[src/tlni_pkg.sv]
`default_nettype none
// ----------------------------------------------------------------------------
// tlni_pkg: shared types and constants of the torus lattice neighbor indexer
// Field widths, register indexes, slot order of the neighbor sequence and
// the per-step divide function used by the front pipeline.
// ----------------------------------------------------------------------------
package tlni_pkg;

  localparam int unsigned IDX_W      = 12;        // agent / neighbor index width
  localparam int unsigned MODE_W     = 2;
  localparam int unsigned RW_W       = 13;        // row_width register width
  localparam int unsigned POP_W      = 2 * RW_W;  // width of row_width squared
  localparam int unsigned CFG_IDX_W  = 1;
  localparam int unsigned SLOT_W     = 3;
  localparam int unsigned DIV_STAGES = 6;         // 12 quotient bits, 2 per stage

  localparam logic [CFG_IDX_W-1:0] REG_LATTICE_MODE = 1'd0;
  localparam logic [CFG_IDX_W-1:0] REG_ROW_WIDTH    = 1'd1;

  localparam logic [MODE_W-1:0] MODE_RESET  = 2'd0;
  localparam logic [RW_W-1:0]   WIDTH_RESET = 13'd64;

  typedef enum logic [MODE_W-1:0] {
    MODE_VON_NEUMANN = 2'd0,
    MODE_MOORE       = 2'd1,
    MODE_RING        = 2'd2
  } tlni_mode_e;

  // Slot order: NW NE SW SE N S E W; Moore starts at the first slot, the others part way in.
  localparam logic [SLOT_W-1:0] SLOT_MOORE_FIRST = 3'd0;
  localparam logic [SLOT_W-1:0] SLOT_VN_FIRST    = 3'd4;
  localparam logic [SLOT_W-1:0] SLOT_RING_FIRST  = 3'd6;
  localparam logic [SLOT_W-1:0] SLOT_LAST        = 3'd7;

  typedef enum logic [1:0] {
    H_NONE,
    H_WEST,
    H_EAST
  } tlni_hdir_e;

  typedef enum logic [1:0] {
    V_NONE,
    V_NORTH,
    V_SOUTH
  } tlni_vdir_e;

  // Classification of one queued item
  typedef struct packed {
    logic              bad;
    logic [SLOT_W-1:0] first_slot;
    logic              col_first;
    logic              col_last;
    logic              row_first;
    logic              row_last;
  } tlni_flags_t;

  typedef struct packed {
    logic [RW_W-1:0]  rem;
    logic [IDX_W-1:0] dq;   // dividend bits shift out, quotient bits shift in
  } tlni_div_t;

  function automatic tlni_hdir_e horiz_of(logic [SLOT_W-1:0] slot);
    tlni_hdir_e h;
    unique case (slot)
      3'd0, 3'd2, 3'd7: h = H_WEST;
      3'd1, 3'd3, 3'd6: h = H_EAST;
      default:          h = H_NONE;
    endcase
    return h;
  endfunction

  function automatic tlni_vdir_e vert_of(logic [SLOT_W-1:0] slot);
    tlni_vdir_e v;
    unique case (slot)
      3'd0, 3'd1, 3'd4: v = V_NORTH;
      3'd2, 3'd3, 3'd5: v = V_SOUTH;
      default:          v = V_NONE;
    endcase
    return v;
  endfunction

  // One restoring divide step
  function automatic tlni_div_t div_step(tlni_div_t x, logic [RW_W-1:0] w);
    logic [RW_W:0] t;
    logic          q;
    tlni_div_t     r;
    t = {x.rem, x.dq[IDX_W-1]};
    q = (t >= {1'b0, w});
    r.rem = q ? RW_W'(t - {1'b0, w}) : t[RW_W-1:0];
    r.dq  = {x.dq[IDX_W-2:0], q};
    return r;
  endfunction

endpackage
`default_nettype wire

[src/torus_lattice_neighbor_index_core.sv]
`default_nettype none
// ----------------------------------------------------------------------------
// torus_lattice_neighbor_index_core: neighbor indices on a wrapping lattice
// Takes a cell index and returns its neighbors on a torus (von Neumann or
// Moore) or a ring, one transaction per neighbor, in fixed slot order.
// ----------------------------------------------------------------------------
//
//  channel   direction  handshake                  payload
//  --------  ---------  -------------------------  ---------------------------
//  input     in         in_valid_i / in_stall_o    agent_index_i
//  output    out        out_valid_o / out_stall_i  neighbor_index_o, is_last_o,
//                                                  bad_index_o
//  config    in         cfg_we_i (no handshake)    cfg_idx_i, cfg_wdata_i
//
// Output: one result per cycle from the output register while out_stall_i
//   is low, so an item gives 8 results (Moore), 4 (von Neumann), 2 (ring)
//   or 1 (bad index); the back sequencer's single result port sets this.
//   Input is taken every cycle while the queue has room. Path to a result:
//   product, 6 divide stages of two quotient bits each, queue, output reg.
// Reset: asynchronous, clears pipeline valids, queue pointers, sequencer;
//   lattice_mode returns to von Neumann and row_width to 64.
// Stalls: out_stall_i holds the output register; the queue fills, then the
//   front pipeline freezes as a whole and raises in_stall_o.
//
module torus_lattice_neighbor_index_core #(
  parameter int unsigned MAX_CELLS = 4096
) (
  input  logic                            clk_i,
  input  logic                            rst_ni,
  input  logic                            cfg_we_i,
  input  logic [tlni_pkg::CFG_IDX_W-1:0]  cfg_idx_i,
  input  logic [tlni_pkg::RW_W-1:0]       cfg_wdata_i,
  input  logic                            in_valid_i,
  output logic                            in_stall_o,
  input  logic [tlni_pkg::IDX_W-1:0]      agent_index_i,
  output logic                            out_valid_o,
  input  logic                            out_stall_i,
  output logic [tlni_pkg::IDX_W-1:0]      neighbor_index_o,
  output logic                            is_last_o,
  output logic                            bad_index_o
);
  import tlni_pkg::*;

  // value width: holds any in-range index and any usable row_width
  localparam int unsigned CW     = $clog2(MAX_CELLS) + 1;
  localparam int unsigned QDepth = 2;
  localparam int unsigned QW     = $bits(tlni_flags_t) + 3 * CW;

  logic [MODE_W-1:0] lattice_mode_q;
  logic [RW_W-1:0]   row_width_q;

  // config registers; the user must write them only while idle (not enforced here)
  always_ff @(posedge clk_i or negedge rst_ni) begin
    if (!rst_ni) begin
      lattice_mode_q <= MODE_RESET;
      row_width_q    <= WIDTH_RESET;
    end else if (cfg_we_i) begin
      unique case (cfg_idx_i)
        REG_LATTICE_MODE: lattice_mode_q <= cfg_wdata_i[MODE_W-1:0];
        REG_ROW_WIDTH:    row_width_q    <= cfg_wdata_i;
        default:          ;
      endcase
    end
  end

  // front -> queue
  logic          f_push;
  logic          q_full;
  tlni_flags_t   f_flags;
  logic [CW-1:0] f_idx, f_wid, f_popmw;

  // queue -> back
  logic          q_vld;
  logic          q_pop;
  logic [QW-1:0] q_rdata;
  tlni_flags_t   b_flags;
  logic [CW-1:0] b_idx, b_wid, b_popmw;

  tlni_front #(
    .MAX_CELLS (MAX_CELLS),
    .CW        (CW)
  ) u_front (
    .clk_i          (clk_i),
    .rst_ni         (rst_ni),
    .in_valid_i     (in_valid_i),
    .in_stall_o     (in_stall_o),
    .agent_index_i  (agent_index_i),
    .lattice_mode_i (lattice_mode_q),
    .row_width_i    (row_width_q),
    .push_o         (f_push),
    .full_i         (q_full),
    .flags_o        (f_flags),
    .idx_o          (f_idx),
    .wid_o          (f_wid),
    .popmw_o        (f_popmw)
  );

  tlni_fifo #(
    .WIDTH (QW),
    .DEPTH (QDepth)
  ) u_queue (
    .clk_i   (clk_i),
    .rst_ni  (rst_ni),
    .push_i  (f_push),
    .wdata_i ({f_flags, f_idx, f_wid, f_popmw}),
    .full_o  (q_full),
    .pop_i   (q_pop),
    .valid_o (q_vld),
    .rdata_o (q_rdata)
  );

  assign {b_flags, b_idx, b_wid, b_popmw} = q_rdata;

  tlni_back #(
    .CW (CW)
  ) u_back (
    .clk_i            (clk_i),
    .rst_ni           (rst_ni),
    .q_valid_i        (q_vld),
    .flags_i          (b_flags),
    .idx_i            (b_idx),
    .wid_i            (b_wid),
    .popmw_i          (b_popmw),
    .q_pop_o          (q_pop),
    .out_valid_o      (out_valid_o),
    .out_stall_i      (out_stall_i),
    .neighbor_index_o (neighbor_index_o),
    .is_last_o        (is_last_o),
    .bad_index_o      (bad_index_o)
  );

  // a rejected index is a single, zero-valued transaction
  a_bad_single: assert property (@(posedge clk_i) disable iff (!rst_ni)
    out_valid_o && bad_index_o |-> is_last_o && (neighbor_index_o == '0))
    else $error("bad index result not a single zero transaction");

  // queue never written when full, never read when empty
  a_no_overflow: assert property (@(posedge clk_i) disable iff (!rst_ni)
    f_push |-> !q_full)
    else $error("queue push while full");

  a_no_underflow: assert property (@(posedge clk_i) disable iff (!rst_ni)
    q_pop |-> q_vld)
    else $error("queue pop while empty");

  // a popped entry ends on the last slot of the sequence
  a_pop_is_last: assert property (@(posedge clk_i) disable iff (!rst_ni)
    q_pop |=> out_valid_o && is_last_o)
    else $error("queue entry retired before its last neighbor");

endmodule
`default_nettype wire

[src/tlni_front.sv]
`default_nettype none
// ----------------------------------------------------------------------------
// tlni_front: accept, divide and classify
// Pipelined restoring divider giving row and column, range check against
// the population, edge flags and the first slot of the neighbor sequence.
// ----------------------------------------------------------------------------
module tlni_front #(
  parameter int unsigned MAX_CELLS = 4096,
  parameter int unsigned CW        = 13
) (
  input  logic                                clk_i,
  input  logic                                rst_ni,
  input  logic                                in_valid_i,
  output logic                                in_stall_o,
  input  logic [tlni_pkg::IDX_W-1:0]          agent_index_i,
  input  logic [tlni_pkg::MODE_W-1:0]         lattice_mode_i,
  input  logic [tlni_pkg::RW_W-1:0]           row_width_i,
  output logic                                push_o,
  input  logic                                full_i,
  output tlni_pkg::tlni_flags_t               flags_o,
  output logic [CW-1:0]                       idx_o,
  output logic [CW-1:0]                       wid_o,
  output logic [CW-1:0]                       popmw_o
);
  import tlni_pkg::*;

  localparam logic [POP_W-1:0] MaxPop = POP_W'(MAX_CELLS);

  logic                  adv;
  logic [DIV_STAGES:0]   vld_q;
  logic [POP_W-1:0]      prod_q;
  logic [RW_W-1:0]       rem_q   [DIV_STAGES+1];
  logic [IDX_W-1:0]      dq_q    [DIV_STAGES+1];
  logic [IDX_W-1:0]      idx_q   [DIV_STAGES+1];
  logic [RW_W-1:0]       wid_q   [DIV_STAGES+1];
  logic [MODE_W-1:0]     mode_q  [DIV_STAGES+1];
  logic [DIV_STAGES:1]   bad_q;
  logic [CW-1:0]         popmw_q [DIV_STAGES+1];
  tlni_div_t             step_d  [DIV_STAGES+1];
  logic [POP_W-1:0]      pop;
  logic                  bad_d;
  logic [RW_W-1:0]       wm1;

  // whole pipeline holds while the queue cannot take the last stage
  assign adv        = !(vld_q[DIV_STAGES] && full_i);
  assign in_stall_o = !adv;

  always_comb begin
    step_d[0] = '0;
    for (int k = 1; k <= DIV_STAGES; k++) begin
      step_d[k] = div_step(div_step(tlni_div_t'{rem: rem_q[k-1], dq: dq_q[k-1]},
                                    wid_q[k-1]),
                           wid_q[k-1]);
    end
  end

  // range check from the stage 0 product
  always_comb begin
    pop   = (mode_q[0] == MODE_RING) ? POP_W'(wid_q[0]) : prod_q;
    bad_d = (mode_q[0] != MODE_VON_NEUMANN && mode_q[0] != MODE_MOORE &&
             mode_q[0] != MODE_RING) ||
            (wid_q[0] == '0) || (pop > MaxPop) || (POP_W'(idx_q[0]) >= pop);
  end

  always_ff @(posedge clk_i or negedge rst_ni) begin
    if (!rst_ni) begin
      vld_q <= '0;
    end else if (adv) begin
      vld_q <= {vld_q[DIV_STAGES-1:0], in_valid_i};
    end
  end

  always_ff @(posedge clk_i) begin
    if (adv) begin
      rem_q[0]   <= '0;
      dq_q[0]    <= agent_index_i;
      idx_q[0]   <= agent_index_i;
      wid_q[0]   <= row_width_i;
      mode_q[0]  <= lattice_mode_i;
      popmw_q[0] <= '0;
      prod_q     <= POP_W'(row_width_i) * POP_W'(row_width_i);
      bad_q[1]   <= bad_d;
      popmw_q[1] <= CW'(pop - POP_W'(wid_q[0]));
      for (int k = 1; k <= DIV_STAGES; k++) begin
        rem_q[k]  <= step_d[k].rem;
        dq_q[k]   <= step_d[k].dq;
        idx_q[k]  <= idx_q[k-1];
        wid_q[k]  <= wid_q[k-1];
        mode_q[k] <= mode_q[k-1];
      end
      for (int k = 2; k <= DIV_STAGES; k++) begin
        bad_q[k]   <= bad_q[k-1];
        popmw_q[k] <= popmw_q[k-1];
      end
    end
  end

  // classify the finished division: quotient is the row, remainder the column
  assign wm1 = wid_q[DIV_STAGES] - RW_W'(1);

  always_comb begin
    flags_o.bad       = bad_q[DIV_STAGES];
    flags_o.col_first = (rem_q[DIV_STAGES] == '0);
    flags_o.col_last  = (rem_q[DIV_STAGES] == wm1);
    flags_o.row_first = (dq_q[DIV_STAGES] == '0);
    flags_o.row_last  = (RW_W'(dq_q[DIV_STAGES]) == wm1);
    priority if (bad_q[DIV_STAGES])                 flags_o.first_slot = SLOT_LAST;
    else if (mode_q[DIV_STAGES] == MODE_MOORE)       flags_o.first_slot = SLOT_MOORE_FIRST;
    else if (mode_q[DIV_STAGES] == MODE_RING)        flags_o.first_slot = SLOT_RING_FIRST;
    else                                             flags_o.first_slot = SLOT_VN_FIRST;
  end

  assign push_o  = vld_q[DIV_STAGES] && !full_i;
  assign idx_o   = CW'(idx_q[DIV_STAGES]);
  assign wid_o   = CW'(wid_q[DIV_STAGES]);
  assign popmw_o = popmw_q[DIV_STAGES];

endmodule
`default_nettype wire

[src/tlni_fifo.sv]
`default_nettype none
// ----------------------------------------------------------------------------
// tlni_fifo: short queue between the front and back parts
// Register based, one push and one pop per cycle.
// ----------------------------------------------------------------------------
module tlni_fifo #(
  parameter int unsigned WIDTH = 8,
  parameter int unsigned DEPTH = 2
) (
  input  logic             clk_i,
  input  logic             rst_ni,
  input  logic             push_i,
  input  logic [WIDTH-1:0] wdata_i,
  output logic             full_o,
  input  logic             pop_i,
  output logic             valid_o,
  output logic [WIDTH-1:0] rdata_o
);
  localparam int unsigned PW = (DEPTH > 1) ? $clog2(DEPTH) : 1;
  localparam int unsigned CNT_W = $clog2(DEPTH + 1);
  localparam logic [PW-1:0]    LastPtr = PW'(DEPTH - 1);
  localparam logic [CNT_W-1:0] Full    = CNT_W'(DEPTH);

  logic [WIDTH-1:0] mem_q [DEPTH];
  logic [PW-1:0]    wr_q, rd_q;
  logic [CNT_W-1:0] cnt_q;

  assign full_o  = (cnt_q == Full);
  assign valid_o = (cnt_q != '0);
  assign rdata_o = mem_q[rd_q];

  always_ff @(posedge clk_i or negedge rst_ni) begin
    if (!rst_ni) begin
      wr_q  <= '0;
      rd_q  <= '0;
      cnt_q <= '0;
    end else begin
      if (push_i) begin
        wr_q <= (wr_q == LastPtr) ? '0 : wr_q + PW'(1);
      end
      if (pop_i) begin
        rd_q <= (rd_q == LastPtr) ? '0 : rd_q + PW'(1);
      end
      if (push_i && !pop_i) begin
        cnt_q <= cnt_q + CNT_W'(1);
      end else if (pop_i && !push_i) begin
        cnt_q <= cnt_q - CNT_W'(1);
      end
    end
  end

  always_ff @(posedge clk_i) begin
    if (push_i) begin
      mem_q[wr_q] <= wdata_i;
    end
  end

endmodule
`default_nettype wire

[src/tlni_back.sv]
`default_nettype none
// ----------------------------------------------------------------------------
// tlni_back: neighbor sequencer
// Walks the slots of the head item, forms each neighbor as the cell index
// plus a horizontal and a vertical wrap offset, and drives the output register.
// ----------------------------------------------------------------------------
module tlni_back #(
  parameter int unsigned CW = 13
) (
  input  logic                        clk_i,
  input  logic                        rst_ni,
  input  logic                        q_valid_i,
  input  tlni_pkg::tlni_flags_t       flags_i,
  input  logic [CW-1:0]               idx_i,
  input  logic [CW-1:0]               wid_i,
  input  logic [CW-1:0]               popmw_i,
  output logic                        q_pop_o,
  output logic                        out_valid_o,
  input  logic                        out_stall_i,
  output logic [tlni_pkg::IDX_W-1:0]  neighbor_index_o,
  output logic                        is_last_o,
  output logic                        bad_index_o
);
  import tlni_pkg::*;

  localparam logic [CW-1:0] One = CW'(1);

  logic                 out_vld_q;
  logic [IDX_W-1:0]     nb_q;
  logic                 last_q, bad_q;
  logic [SLOT_W-1:0]    slot_q;
  logic                 mid_q;
  logic                 load;
  logic [SLOT_W-1:0]    cur_slot;
  logic                 cur_last;
  logic [CW-1:0]        dh, dv, nb;

  assign load     = q_valid_i && (!out_vld_q || !out_stall_i);
  assign cur_slot = mid_q ? slot_q : flags_i.first_slot;
  assign cur_last = (cur_slot == SLOT_LAST);
  assign q_pop_o  = load && cur_last;

  always_comb begin
    unique case (horiz_of(cur_slot))
      H_WEST:  dh = flags_i.col_first ? wid_i - One : '1;
      H_EAST:  dh = flags_i.col_last ? One - wid_i : One;
      default: dh = '0;
    endcase
    unique case (vert_of(cur_slot))
      V_NORTH: dv = flags_i.row_first ? popmw_i : '0 - wid_i;
      V_SOUTH: dv = flags_i.row_last ? '0 - popmw_i : wid_i;
      default: dv = '0;
    endcase
    nb = flags_i.bad ? '0 : idx_i + dh + dv;
  end

  always_ff @(posedge clk_i or negedge rst_ni) begin
    if (!rst_ni) begin
      out_vld_q <= 1'b0;
      slot_q    <= '0;
      mid_q     <= 1'b0;
    end else begin
      if (load) begin
        out_vld_q <= 1'b1;
        slot_q    <= cur_slot + SLOT_W'(1);
        mid_q     <= !cur_last;
      end else if (!out_stall_i) begin
        out_vld_q <= 1'b0;
      end
    end
  end

  always_ff @(posedge clk_i) begin
    if (load) begin
      nb_q   <= IDX_W'(nb);
      last_q <= cur_last;
      bad_q  <= flags_i.bad;
    end
  end

  assign out_valid_o      = out_vld_q;
  assign neighbor_index_o = nb_q;
  assign is_last_o        = last_q;
  assign bad_index_o      = bad_q;

endmodule
`default_nettype wire

[config.mk]
export PLATFORM = sky130hd
export DESIGN_NAME = torus_lattice_neighbor_index_core
export DESIGN_NICKNAME = d
export VERILOG_FILES = /design/src/tlni_pkg.sv /design/src/torus_lattice_neighbor_index_core.sv /design/src/tlni_front.sv /design/src/tlni_fifo.sv /design/src/tlni_back.sv
export SDC_FILE = /design/constraint.sdc
export NUM_CORES = 1
export LEC_CHECK = 0
export BUFFER_PORTS_ARGS = -buffer_cell sky130_fd_sc_hd__buf_2
export CAP_MARGIN = 20
export CORE_MARGIN = 8
export CORE_UTILIZATION = 52
export CTS_CLUSTER_SIZE = 28
export DETAILED_ROUTE_END_ITERATION = 6
export GPL_TIMING_DRIVEN = 0
export PLACE_DENSITY = 0.68
export SLEW_MARGIN = 20
export SYNTH_ARGS = -nofsm -noshare
export SYNTH_HDL_FRONTEND = slang
export SYNTH_SLANG_ARGS = --single-unit
[constraint.sdc]
create_clock -name clk_i -period 12.8 [get_ports clk_i]
set_input_delay 0.64 -clock clk_i [delete_from_list [all_inputs] [get_ports clk_i]]
set_output_delay 0.64 -clock clk_i [all_outputs]
set_load 0.01 [all_outputs]
==> results.md <==
- The kind of start point of the critical path is a register.
- Yosys mapped a number of flops with a built-in enable equal to 511.
- The average cell area after synthesis is roughly 12 µm².
- After synthesis, the share of flip-flops with an asynchronous set or reset is 5.720%.
- The fraction of layout instances using a drive strength above 1 is 10.87%.
- Of the post-synthesis cell area, the dominant cell type holds ~46%.
- The class of the most critical hold timing path is input port to asynchronous set/reset pin.
- In this run, synthesis produced a sequential element count of 542.
- The most instantiated library cell after synthesis is edfxtp_1.
- The count of input and output buffers is 46.
- Counting along the longest clock path gives a buffer depth of 3.
- The number of buffers added by the clock tree synthesis step is 57.
- Subtracting the final worst setup slack from the clock period gives roughly 7.4 ns.
- The most used flip-flop cell after synthesis is edfxtp_1.
- Cells fill between 50 and 60% of the core in the end.
- The routed length per instance is 18.19 µm.
- The die is 270.2 µm wide.
- The number of optimization iterations in the first detailed-route pass is 5.
- The number of instances in the synthesized netlist is approximately 2.9k.
- The via count of the first global-routing pass is around 22k.
- For the worst setup path, the data required time is 13.17 ns.
- Routability-driven placement finished with a final weighted congestion of 0.8944.
- The biggest fanout along the worst timing path is 10.
- The critical path class is register to register.
- The tree is rooted in a clkbuf_16.
- In the routed layout, each cell is associated on average with a via count of 5.528.
- Setup repair after global routing left no endpoint under its margin.
- The final layout contains routed wiring with a total length of about 71,000 µm.
- Clock-pin slew was measured on the worst setup and hold paths at 0.07 ns.
- During synthesis, Yosys emitted a total of 0 warnings.
- The number of antenna violations at the first check in global routing is 0.
- For the worst-skew pair, the clock arrives at the later sink with an insertion delay of 0.63 ns.
- The remaining antenna violation count after routing is 0.
- The total number of vias is 21.61k.
- Max-cap violations in this run came to 0.
- The category of the worst setup path capture point is a register.
- For the worst setup path, the data arrival time is between 7 and 8 ns.
- Hold timing on the final database bottoms out at a slack of 0.1196 ns.
- The final global-route overflow total is 0.
- The max-slew violation count was 0.
- TritonCTS built the clock tree.
- The estimated wirelength of the detail-placed design is 56,180 µm.
- Entering global routing, the biggest net connects 32 pins.
- After synthesis the cells add up to around 34,000 µm².
- The count of endpoints failing hold in the final timing report was 0.
- Across the routed clock network, the largest skew measured is 0.02653 ns.
- The number of antenna diodes in the final layout is 0.
- The starting density of the core is 52.40%.
- The hold-fix buffer count after cts is 0.
- The number of top-level design ports is 47.
- After floorplanning, the core was divided into between 90 and 100 placement rows.
- The region available for standard cell placement spans roughly 64,000 µm².
- The number of setup buffers added after CTS is 0.
- After synthesis, the most frequently instantiated cells are edfxtp_1 (511), inv_1 (360), ha_1 (259).
- The final setup violation count is 0.
- The layout-stage area growth over the synthesis result is 10.80%.
- The largest total area in the synthesized netlist belongs to edfxtp_1.
- The first-pass GRT wire length is 114,600 µm.
- The total DRC errors in the routed layout is 0.
- The net count of the mapped netlist is 3,283.
- The synthesized netlist contains 77 unique library cells.
- The run finished with clean final reports.
- In this run the tightest slew margin relative to its limit is between 30% and 40%.
- The H-tree was split into 2 levels.
- The highest clock frequency the design can meet is about 130 MHz.
- The post-layout net count is 3,418.
- After synthesis, the cell types taking the most area are edfxtp_1 (46%), ha_1 (9.6%), fa_1 (7.3%).
- The full die area is about 73,000 µm².
- The clock net sink count is 542.
- The number of gates resized after CTS was 0.
- Global routing consumed, over all layers together, 19.13% of the routing resources.
- Dividing the final minimum period by the clock period gives between 50% and 60%.
- Measured along the y axis, the die boundary spans 270.2 µm.
- Sequential elements use 47.99% of the synthesized area.
- The detailed router's first-iteration violation count is roughly 1.3k.
- The actual transition at the worst max-transition pin is 0.8841 ns.
-- layout by cell type, fill, tap and decap left out, types with 14 or more instances in the layout --
master,instances
edfxtp_1,511
inv_1,360
ha_1,259
nand2_1,175
nor2_1,166
xnor2_1,144
a21oi_1,138
fa_1,122
mux2_2,115
o21ai_0,113
xor2_1,73
nor3_1,61
clkbuf_16,57
mux2i_1,55
buf_2,53
clkbuf_1,47
a21o_1,43
nor2b_1,42
o21a_1,39
and2_1,38
nand4_1,38
dfrtp_1,30
nand3_1,28
nand2b_1,25
nor4_1,24
buf_6,23
a211oi_1,21
or3_1,21
o211ai_1,19
o31ai_1,16
or2_2,14
-- sequential cells by signal (all words and copies together) (netlist names), 7 cells and up --
| name | flops |
|---|---|
| u_front.wid_q | 90 |
| u_queue.mem_q | 86 |
| u_front.rem_q | 78 |
| u_front.popmw_q | 72 |
| u_front.dq_q | 66 |
| u_front.idx_q | 60 |
| u_front.prod_q | 25 |
| u_front.mode_q | 14 |
| row_width_q | 13 |
| u_back.neighbor_index_o | 12 |
| u_front.vld_q | 7 |
-- worst paths after layout --
check | start | slack [ns] | end | depth (start not counted)
worst max-delay path | u_queue.rd_q$_DFFE_PN0P_ | 5.36 | u_back.neighbor_index_o[10]$_SDFFCE_PP0P_ | 27
worst min-delay path | rst_ni | 0.12 | row_width_q[7]$_DFFE_PN0P_ | 1
worst max register to register | u_queue.rd_q$_DFFE_PN0P_ | 5.36 | u_back.neighbor_index_o[10]$_SDFFCE_PP0P_ | 27
worst min register to register | u_front.dq_q[1][3]$_DFFE_PN_ | 0.40 | u_front.dq_q[2][5]$_DFFE_PN_ | 0
max in group asynchronous | rst_ni | 12.14 | u_front.vld_q[0]$_DFFE_PN0N_ | 1
min in group clk_i | agent_index_i[7] | 0.19 | u_front.idx_q[0][7]$_DFFE_PN_ | 1
-- cell type report --
type                            instances  area (µm²)
Tap cell                              855        1070
Clock buffer                           73        1516
Fill cell                            5159       26890
Inverter                              360        1351
Sequential cell                       542       16120
Multi-Input combinational cell       1921       15910
Clock inverter                         35       387.9
Buffer                                 48       219.0
Timing Repair Buffer                   76       644.4
-- cells by family after synthesis --
group | Yosys count | synth area share, %
multiplexers | 179 | 5.892
buffers and inverters | 408 | 4.674
AO/OA/AOI/OAI | 481 | 9.293
other | 1 | 0.01116
XOR/XNOR | 217 | 5.658
AND/OR/NAND/NOR | 662 | 9.565
adder cells (fa/ha/maj) | 381 | 16.92
flip-flops | 542 | 47.99
-- per-layer routing --
layer	GRT usage (%)	part of all wire, %	routed length (µm)	vias up
li1	-	-	-	10510
met1	23.84	43	30440	10430
met2	33.73	49	35080	529
met3	2.717	4.2	2973	150
met4	6.889	3.7	2619	0
met5	0	0	0	-
-- per-stage QoR --
| stage | setup TNS [ns] | cell area [µm²] | worst slack, ns | cells |
|---|---|---|---|---|
| detailed placement | 0 | 35320 | 5.322 | 3802 |
| floorplan | -310.81 | 33590 | -0.9255 | 2871 |
| global route | 0 | 37220 | 4.774 | 3910 |
| global placement | -2052.07 | 34890 | -4.964 | 3772 |
| CTS | 0 | 37220 | 5.283 | 3910 |
| finish | 0 | 37220 | 5.359 | 3910 |
-- worst max-delay path: stages, from the launching register on --
cell       delay [ns]
dfrtp_1          0.36
buf_6            0.14
buf_6            0.17
buf_2            0.33
buf_2            0.38
buf_1            0.57
buf_2            0.47
mux2i_1          0.25
o21a_1           0.18
inv_1            0.08
ha_1             0.20
ha_1             0.21
nor2b_1          0.27
ha_1             0.26
nor2b_1          0.50
a21oi_1          0.14
or2_2            0.30
fa_1             0.53
inv_1            0.06
ha_1             0.29
a21o_1           0.18
a21oi_1          0.20
o21ai_0          0.13
a2111oi_0        0.40
nor3_1           0.16
a31oi_1          0.22
xor2_1           0.16
nor2_1           0.05
Power is not shown: default switching activity piles up to over one toggle a cycle in this logic, so the estimate is an artifact.
